$ cat src/sv/sync_header_frame_receiver_top_defines.svh
// Assertion macros for the sync header frame receiver.
// Needs a signal named clock and a signal named reset in the including module.
`ifndef SYNC_HEADER_FRAME_RECEIVER_TOP_DEFINES_SVH
`define SYNC_HEADER_FRAME_RECEIVER_TOP_DEFINES_SVH

// ante implies cons in the same cycle
`define SHFR_ASSERT_NOW(label, ante, cons, msg) \
   label: assert property (@(posedge clock) disable iff (reset) (ante) |-> (cons)) \
      else $error(msg);

// ante implies cons in the next cycle
`define SHFR_ASSERT_NEXT(label, ante, cons, msg) \
   label: assert property (@(posedge clock) disable iff (reset) (ante) |=> (cons)) \
      else $error(msg);

`endif

$ cat src/sv/shfr_pkg.sv
`timescale 1ns / 1ps
// Shared types and constants for the sync header frame receiver.
// No dependencies.
package shfr_pkg;

   localparam logic [7:0] HEAD_BYTE = 8'hA5;
   localparam logic [7:0] SYNC_BYTE = 8'h5A;
   localparam logic [7:0] FAIL_CMD  = 8'hFF;

   localparam int BYTE_W = 8;
   localparam int IDX_W  = 6;
   localparam int LEN_W  = 7;
   localparam int RSP_W  = 32;

   typedef enum logic [2:0] {
      ST_IDLE = 3'b001,
      ST_SUM  = 3'b010,
      ST_EMIT = 3'b100
   } state_type;

endpackage

$ cat src/sv/shfr_ram.sv
`timescale 1ns / 1ps
// Generic single-port-write, single-port-read RAM with registered read data.
// No dependencies.
module shfr_ram #(
   parameter int WIDTH = 8,
   parameter int DEPTH = 64
) (
   input  logic                     clock,
   input  logic                     we,
   input  logic [$clog2(DEPTH)-1:0] waddr,
   input  logic [WIDTH-1:0]         wdata,
   input  logic                     re,
   input  logic [$clog2(DEPTH)-1:0] raddr,
   output logic [WIDTH-1:0]         rdata
);

   logic [WIDTH-1:0] mem_ff [DEPTH];
   logic [WIDTH-1:0] rdata_ff;

   always_ff @(posedge clock) begin
      if (we) begin
         mem_ff[waddr] <= wdata;
      end
      if (re) begin
         rdata_ff <= mem_ff[raddr];
      end
   end

   assign rdata = rdata_ff;

endmodule

$ cat src/sv/sync_header_frame_receiver_top.sv
`timescale 1ns / 1ps
// Sync header frame receiver: stores received bytes, detects frame completion,
// checks the additive checksum and streams the frame out. Uses shfr_pkg, shfr_ram.
//
// Each received byte is written to a frame store; 0xA5 followed by 0x5A restarts the
// frame at index 0, and the write index sticks at the last entry once the store is
// full. A byte other than 0xA5 or 0x5A completes the frame when the advanced index
// equals stored byte 0 (the length). A byte that does not complete a frame leaves
// the block ready for the next byte. After a completing byte the block reads the
// frame once to form the checksum, then streams the frame out at one word per cycle
// when the output is not stalled, and req_tready returns once the final word is
// taken; the frame store has a single read port, so the frame is read twice.
// Every output word carries the length, the verdict, and the command byte (255 on
// a failed checksum or a frame shorter than 3 bytes).
`include "sync_header_frame_receiver_top_defines.svh"
module sync_header_frame_receiver_top
   import shfr_pkg::*;
#(
   parameter int STORE_DEPTH = 64
) (
   input  logic             clock,
   input  logic             reset,
   input  logic             req_tvalid,
   output logic             req_tready,
   input  logic [7:0]       req_tdata,   // [7:0] rx_byte
   output logic             rsp_tvalid,
   input  logic             rsp_tready,
   output logic [RSP_W-1:0] rsp_tdata,   // [7:0] frame_byte, [13:8] byte_index,
                                         // [20:14] frame_length, [28:21] command,
                                         // [29] checksum_ok, [31:30] zero
   output logic             rsp_tlast    // last
);

   localparam int AW = $clog2(STORE_DEPTH);
   localparam int CW = AW + 1;

   state_type         state_ff, state_in;
   logic [AW-1:0]     idx_ff, idx_in;
   logic              head_ff, head_in;
   logic [BYTE_W-1:0] len0_ff, len0_in;
   logic [CW-1:0]     flen_ff, flen_in;
   logic [CW-1:0]     rd_addr_ff, rd_addr_in;
   logic              sv_ff, sv_in;
   logic [AW-1:0]     sidx_ff, sidx_in;
   logic [BYTE_W-1:0] sum_ff, sum_in;
   logic [BYTE_W-1:0] chk_ff, chk_in;
   logic [BYTE_W-1:0] cmd_ff, cmd_in;
   logic              ok_ff, ok_in;
   logic [BYTE_W-1:0] cmd_out_ff, cmd_out_in;
   logic              pend_ff, pend_in;
   logic [AW-1:0]     pidx_ff, pidx_in;
   logic              rsp_tvalid_ff, rsp_tvalid_in;
   logic [BYTE_W-1:0] obyte_ff, obyte_in;
   logic [AW-1:0]     oidx_ff, oidx_in;
   logic              olast_ff, olast_in;

   logic              ram_we;
   logic              ram_re;
   logic [BYTE_W-1:0] ram_q;

   logic [BYTE_W-1:0] rx_byte;
   logic              is_head, is_sync, do_write, done;
   logic [CW-1:0]     idx_inc;
   logic [CW-1:0]     sx;
   logic              load, issue;

   assign rx_byte  = req_tdata[BYTE_W-1:0];
   assign is_head  = (rx_byte == HEAD_BYTE);
   assign is_sync  = (rx_byte == SYNC_BYTE);
   assign do_write = !(is_sync && head_ff);
   assign idx_inc  = CW'(idx_ff) + CW'(1);
   assign sx       = CW'(sidx_ff);

   assign req_tready = (state_ff == ST_IDLE);
   assign ram_we     = req_tvalid && req_tready && do_write;

   always_comb begin
      state_in      = state_ff;
      idx_in        = idx_ff;
      head_in       = head_ff;
      len0_in       = len0_ff;
      flen_in       = flen_ff;
      rd_addr_in    = rd_addr_ff;
      sv_in         = 1'b0;
      sidx_in       = sidx_ff;
      sum_in        = sum_ff;
      chk_in        = chk_ff;
      cmd_in        = cmd_ff;
      ok_in         = ok_ff;
      cmd_out_in    = cmd_out_ff;
      pend_in       = pend_ff;
      pidx_in       = pidx_ff;
      rsp_tvalid_in = rsp_tvalid_ff;
      obyte_in      = obyte_ff;
      oidx_in       = oidx_ff;
      olast_in      = olast_ff;
      ram_re        = 1'b0;
      done          = 1'b0;
      load          = 1'b0;
      issue         = 1'b0;

      case (state_ff)
         ST_IDLE: begin
            if (req_tvalid) begin
               head_in = is_head;
               if (do_write && (idx_ff == '0)) begin
                  len0_in = rx_byte;
               end
               if (!do_write) begin
                  idx_in = '0;
               end else if (idx_inc == CW'(STORE_DEPTH)) begin
                  idx_in = AW'(STORE_DEPTH - 1);
               end else begin
                  idx_in = idx_inc[AW-1:0];
               end
               // compare against byte 0 as it stands after this write
               done = !is_head && !is_sync && (BYTE_W'(idx_inc) == len0_in);
               if (done) begin
                  flen_in    = idx_inc;
                  rd_addr_in = '0;
                  sum_in     = '0;
                  chk_in     = '0;
                  cmd_in     = '0;
                  state_in   = ST_SUM;
               end
            end
         end

         ST_SUM: begin
            issue = (rd_addr_ff < flen_ff);
            if (issue) begin
               ram_re     = 1'b1;
               sv_in      = 1'b1;
               sidx_in    = rd_addr_ff[AW-1:0];
               rd_addr_in = rd_addr_ff + CW'(1);
            end
            if (sv_ff) begin
               if (sx + CW'(2) < flen_ff) begin
                  sum_in = sum_ff + ram_q;
               end
               if (sx + CW'(2) == flen_ff) begin
                  chk_in = ram_q;
               end
               if (sx == CW'(1)) begin
                  cmd_in = ram_q;
               end
            end
            if (!issue && !sv_ff) begin
               ok_in      = (flen_ff >= CW'(3)) && (sum_ff == chk_ff);
               cmd_out_in = ok_in ? cmd_ff : FAIL_CMD;
               rd_addr_in = '0;
               pend_in    = 1'b0;
               state_in   = ST_EMIT;
            end
         end

         ST_EMIT: begin
            load  = pend_ff && (!rsp_tvalid_ff || rsp_tready);
            issue = (rd_addr_ff < flen_ff) && (!pend_ff || load);
            if (load) begin
               rsp_tvalid_in = 1'b1;
               obyte_in      = ram_q;
               oidx_in       = pidx_ff;
               olast_in      = (CW'(pidx_ff) + CW'(1) == flen_ff);
            end else if (rsp_tready) begin
               rsp_tvalid_in = 1'b0;
            end
            if (issue) begin
               ram_re     = 1'b1;
               pidx_in    = rd_addr_ff[AW-1:0];
               rd_addr_in = rd_addr_ff + CW'(1);
            end
            pend_in = issue || (pend_ff && !load);
            // leave once the final word is taken
            if (rsp_tvalid_ff && rsp_tready && olast_ff) begin
               state_in = ST_IDLE;
            end
         end

         default: begin
            state_in = ST_IDLE;
         end
      endcase
   end

   always_ff @(posedge clock) begin
      if (reset) begin
         state_ff      <= ST_IDLE;
         idx_ff        <= '0;
         head_ff       <= 1'b0;
         len0_ff       <= '0;
         rd_addr_ff    <= '0;
         sv_ff         <= 1'b0;
         pend_ff       <= 1'b0;
         rsp_tvalid_ff <= 1'b0;
      end else begin
         state_ff      <= state_in;
         idx_ff        <= idx_in;
         head_ff       <= head_in;
         len0_ff       <= len0_in;
         rd_addr_ff    <= rd_addr_in;
         sv_ff         <= sv_in;
         pend_ff       <= pend_in;
         rsp_tvalid_ff <= rsp_tvalid_in;
      end
   end

   always_ff @(posedge clock) begin
      flen_ff    <= flen_in;
      sidx_ff    <= sidx_in;
      sum_ff     <= sum_in;
      chk_ff     <= chk_in;
      cmd_ff     <= cmd_in;
      ok_ff      <= ok_in;
      cmd_out_ff <= cmd_out_in;
      pidx_ff    <= pidx_in;
      obyte_ff   <= obyte_in;
      oidx_ff    <= oidx_in;
      olast_ff   <= olast_in;
   end

   shfr_ram #(
      .WIDTH (BYTE_W),
      .DEPTH (STORE_DEPTH)
   ) u_store (
      .clock (clock),
      .we    (ram_we),
      .waddr (idx_ff),
      .wdata (rx_byte),
      .re    (ram_re),
      .raddr (rd_addr_ff[AW-1:0]),
      .rdata (ram_q)
   );

   assign rsp_tvalid = rsp_tvalid_ff;
   assign rsp_tlast  = olast_ff;
   assign rsp_tdata  = {2'b00, ok_ff, cmd_out_ff, LEN_W'(flen_ff), IDX_W'(oidx_ff), obyte_ff};

   `SHFR_ASSERT_NOW(a_out_only_in_emit, rsp_tvalid_ff, state_ff == ST_EMIT,
      "output word outside emit phase")
   `SHFR_ASSERT_NOW(a_addr_in_frame, state_ff != ST_IDLE, rd_addr_ff <= flen_ff,
      "read address ran past frame length")
   `SHFR_ASSERT_NEXT(a_idle_after_last, rsp_tvalid_ff && rsp_tready && olast_ff,
      req_tready && !rsp_tvalid_ff && !pend_ff, "block not idle after final word")

endmodule

$ cat config.mk
export PLATFORM = sky130hd
export DESIGN_NAME = sync_header_frame_receiver_top
export DESIGN_NICKNAME = d
export VERILOG_FILES = /design/src/sv/shfr_pkg.sv /design/src/sv/shfr_ram.sv /design/src/sv/sync_header_frame_receiver_top.sv
export VERILOG_INCLUDE_DIRS = /design/src /design/src/sv
export SDC_FILE = /design/constraint.sdc
export NUM_CORES = 1
export LEC_CHECK = 0
export ABC_CLOCK_PERIOD_IN_PS = 8450
export BUFFER_PORTS_ARGS = -buffer_cell sky130_fd_sc_hd__buf_2
export CORE_ASPECT_RATIO = 0.9
export CORE_MARGIN = 4
export CORE_UTILIZATION = 40
export DETAILED_ROUTE_END_ITERATION = 8
export MAX_ROUTING_LAYER = met4
export SYNTH_ARGS = -nofsm -noshare
export SYNTH_HDL_FRONTEND = slang
export SYNTH_SLANG_ARGS = --single-unit
$ cat constraint.sdc
create_clock -name clock -period 8.45 [get_ports clock]
set_clock_uncertainty 0.1 [all_clocks]
set_input_delay 1.69 -clock clock [delete_from_list [all_inputs] [get_ports clock]]
set_output_delay 1.69 -clock clock [all_outputs]
set_load 0.1 [all_outputs]
==> implementation parameters <==
Parameter                              Value

Synth
  Fraction of synthesized cell area taken by the top area cell type    0.711
  Number of instances in the synthesized netlist    1258
  Main synth FF type    sky130_fd_sc_hd__edfxtp_1
  Ranking of synthesized cells by instance count    sky130_fd_sc_hd__edfxtp_1 (587), sky130_fd_sc_hd__mux4_2 (168), sky130_fd_sc_hd__nor2_1 (103)
  Post-synthesis mux area share    0.155
  Share of async-settable or async-resettable flops after synthesis    0
  Area fraction in compound gates after synthesis    0.0227
  Post-synthesis share of cell area spent on and, or, nand and nor gates    0.0450
  Post-synth top area cell    sky130_fd_sc_hd__edfxtp_1
  Post-synthesis share of cell area spent on full adders, half adders and majority gates    0.0134
  Leading cell type by number of instances after synthesis    sky130_fd_sc_hd__edfxtp_1
  Post-synthesis xor/xnor area fraction    0.0134
  Post-synth design cell area    0.0248 mm^2
  Number of warnings issued by yosys    0
  Flops & latches, synth    615
  Post-synth cell types    58
  Combinational family with the most area after synthesis    multiplexers
  Top cells by area in the synthesized netlist    sky130_fd_sc_hd__edfxtp_1 (71%), sky130_fd_sc_hd__mux4_2 (15%), sky130_fd_sc_hd__dfxtp_1 (2.3%)
  Sequential element share of the synthesized area    0.733
  Mean area per synthesized cell    19.7 um^2
  Number of enable-type register cells in the synthesized netlist    587

Floorplan
  Std cell rows    86
  Initial Utilization    0.404
  Width of the die    270 um
  Area of the die    0.0661 mm^2
  Core region area    0.0613 mm^2
  Ports    47
  Die Span Y    244 um

Critical path
  Biggest fanout along the worst timing path    23
  Cell family with the largest share of critical-path delay    simple AND/OR/NAND/NOR gates
  CP bufs+invs    1
  Worst path required time    8600 ps
  Critical path type    input port to flip-flop
  Maximum cell stage delay along the critical path    840 ps
  Critical Path Sink Type    flip-flop
  Cell chain of the critical path    buf_2 > nand4bb_1 > nor2_1 > a21oi_1 > nor2b_1 > nand3_1 > nor2_1
  Kind of launch point of the worst setup path    input port
  Signal arrival time at the worst endpoint    4660 ps
  Cell with the most instances on the worst path    sky130_fd_sc_hd__nor2_1
  Cell with the biggest individual delay on the critical path    sky130_fd_sc_hd__nor2_1

CTS
  CTS root buffer    sky130_fd_sc_hd__clkbuf_16
  TritonCTS Sinks    615
  Deepest clock path buffer count    3
  Number of post-CTS setup repair buffers    0
  Clock transition at the registers of the reported paths    60 ps
  Number of hold-repair buffers added at the cts stage    0
  TritonCTS Buffers    60
  Insertion delay of the later-clocked pin in the worst-skew pair    630 ps
  H-tree depth    2
  CTS tree    built
  Number of gates given a new drive strength after cts    0

Detailed routing
  DRC violation count after routing    0
  Routed vias/inst    5.66
  Iteration-0 DRC Markers    1309
  Post-detailed-route wirelength per cell    26.2 um
  Number of vias after detailed routing    12300
  Count of nets left with antenna violations after detail routing    0
  Overall routed net length    56800 um
  Total iterations of the first detailed-routing run    5

STA
  Number of endpoints failing setup at the final stage    0
  Min cycle time layout    4510 ps
  Final worst path period share    0.534
  Total negative slack    0 ps
  Setup WS post-layout    3940 ps
  Max-slew violation total from the final report    0
  Final hold slack    391 ps
  F_max    222 MHz
  Worst Tran Pin Value    1040 ps
  Max transition margin    0.307
  Count of final hold-check violations    0
  Unrepaired setup endpoints after global routing    false

Placed design
  Number of I/O port buffers    44
  Dpl ws    3340 ps
  Final weighted congestion in routability-driven placement    0.878
  DP Wirelength    36000 um

Global routing
  Final global-route overflow total    0
  Wire length of the first global-routing pass    84300 um
  Largest net degree at the start of global routing    113
  Initial antenna violation count    0
  Vias in the first global route    12500
  GR Util All Layers    0.177

Pwr
  Worst supply voltage drop on vdd    0.000242 V
  Leakage power summed over all cells    8.55 nW
  Overall power consumption    0.00611 W
  Total power divided by cell area    220 mW/mm^2

Cells and area
  Layout net count    1361
  Antenna cell count    0
  Ratio of cells with drive above 1 in the final layout    0.243
  Area growth from synthesis to layout    12.1%
  Core utilization of the finished layout    0.453

Status
  Result of the run    complete, no violations

Job
  Number of maximum-capacitance constraint violations    0

Worst hold path
  Classification of the worst-slack hold path    flip-flop to flip-flop
cells in the final DEF, fill, tap and decap left out, types with 6 or more instances in the layout:
cell / count
sky130_fd_sc_hd__a311oi_1: 6
sky130_fd_sc_hd__nand2b_1: 7
sky130_fd_sc_hd__buf_4: 19
sky130_fd_sc_hd__xor2_1: 17
sky130_fd_sc_hd__xnor2_1: 21
sky130_fd_sc_hd__nand2_1: 30
sky130_fd_sc_hd__edfxtp_1: 587
sky130_fd_sc_hd__clkinv_1: 16
sky130_fd_sc_hd__or2_2: 9
sky130_fd_sc_hd__clkinv_2: 13
sky130_fd_sc_hd__nor2_1: 103
sky130_fd_sc_hd__buf_2: 44
sky130_fd_sc_hd__dfxtp_1: 24
sky130_fd_sc_hd__clkbuf_16: 60
sky130_fd_sc_hd__a21oi_1: 28
sky130_fd_sc_hd__mux2i_1: 7
sky130_fd_sc_hd__o21ai_0: 11
sky130_fd_sc_hd__nor3_1: 10
sky130_fd_sc_hd__bufinv_16: 6
sky130_fd_sc_hd__nand3_1: 21
sky130_fd_sc_hd__mux4_2: 168
sky130_fd_sc_hd__and3_1: 12
sky130_fd_sc_hd__inv_1: 22
sky130_fd_sc_hd__ha_1: 25
sky130_fd_sc_hd__clkbuf_1: 10
sky130_fd_sc_hd__nor2b_1: 10
sky130_fd_sc_hd__nor4_1: 6
layout make-up:
type	count	area (um^2)
fill	5166	33500
sequential	615	18200
multi-input combinational	560	6210
clock buffer	70	1540
tap	792	991
clock inverter	42	394
timing repair buffer	64	383
inverter	22	82.6
metrics by stage:
| step | cell area (um^2) | instances |
|---|---|---|
| floorplan | 24800 | 1259 |
| global placement | 25900 | 2053 |
| detailed placement | 25900 | 2053 |
| CTS | 27800 | 2165 |
| global route | 27800 | 2165 |
| finish | 27800 | 2165 |
where the power goes:
part           total [W]  leakage, nW  switching, W  internal, W
Sequential       0.00335         5.53    0.00000674      0.00334
Combinational   0.000128         2.09     0.0000984    0.0000294
Clock            0.00263        0.938       0.00114      0.00149
sequential cells by signal, indices dropped and copies added (netlist names), 6 cells and up:
signal	flops
u_store.mem_ff	512
chk_ff	8
cmd_ff	8
cmd_out_ff	8
len0_ff	8
obyte_ff	8
sum_ff	8
u_store.rdata	8
flen_ff	7
rd_addr_ff	7
idx_ff	6
oidx_ff	6
pidx_ff	6
sidx_ff	6
logic make-up after synthesis:
logic type                 Yosys count
AOI/OAI and AO/OA                   85
xor gates and xnor gates            38
adders and majority gates           26
buffers and inverters               84
DFF                                615
muxes                              175
other                                1
and+or+nand+nor                    234
final timing paths:
check / start / end / slack (ps) / cells past startpoint
hold reg to reg: rsp_tvalid / rsp_tvalid / 390 / 2
setup reg to reg: rd_addr_ff[1] / u_store.rdata[1] / 4330 / 5
setup / recovery: req_tdata[0] / u_store.mem_ff[51][1] / 3940 / 7
hold / removal: rsp_tvalid / rsp_tvalid / 390 / 2
metal layers:
metal / global-route usage / vias to the layer above / wire length [um]
met3: 0.0289 / 98 / 3580
met2: 0.264 / 426 / 26100
met1: 0.254 / 6478 / 25700
met4: 0.0506 / 0 / 1380
li1: - / 5256 / -
met5: - / - / 0
worst min-delay path: cells and delay by family (launching register included):
family / cells / cell delay (ps)
AO/OA/AOI/OAI: 1 / 60
flip-flops: 1 / 330
AND/OR/NAND/NOR: 1 / 60
Note: power is estimated with default switching activity, not from simulation.
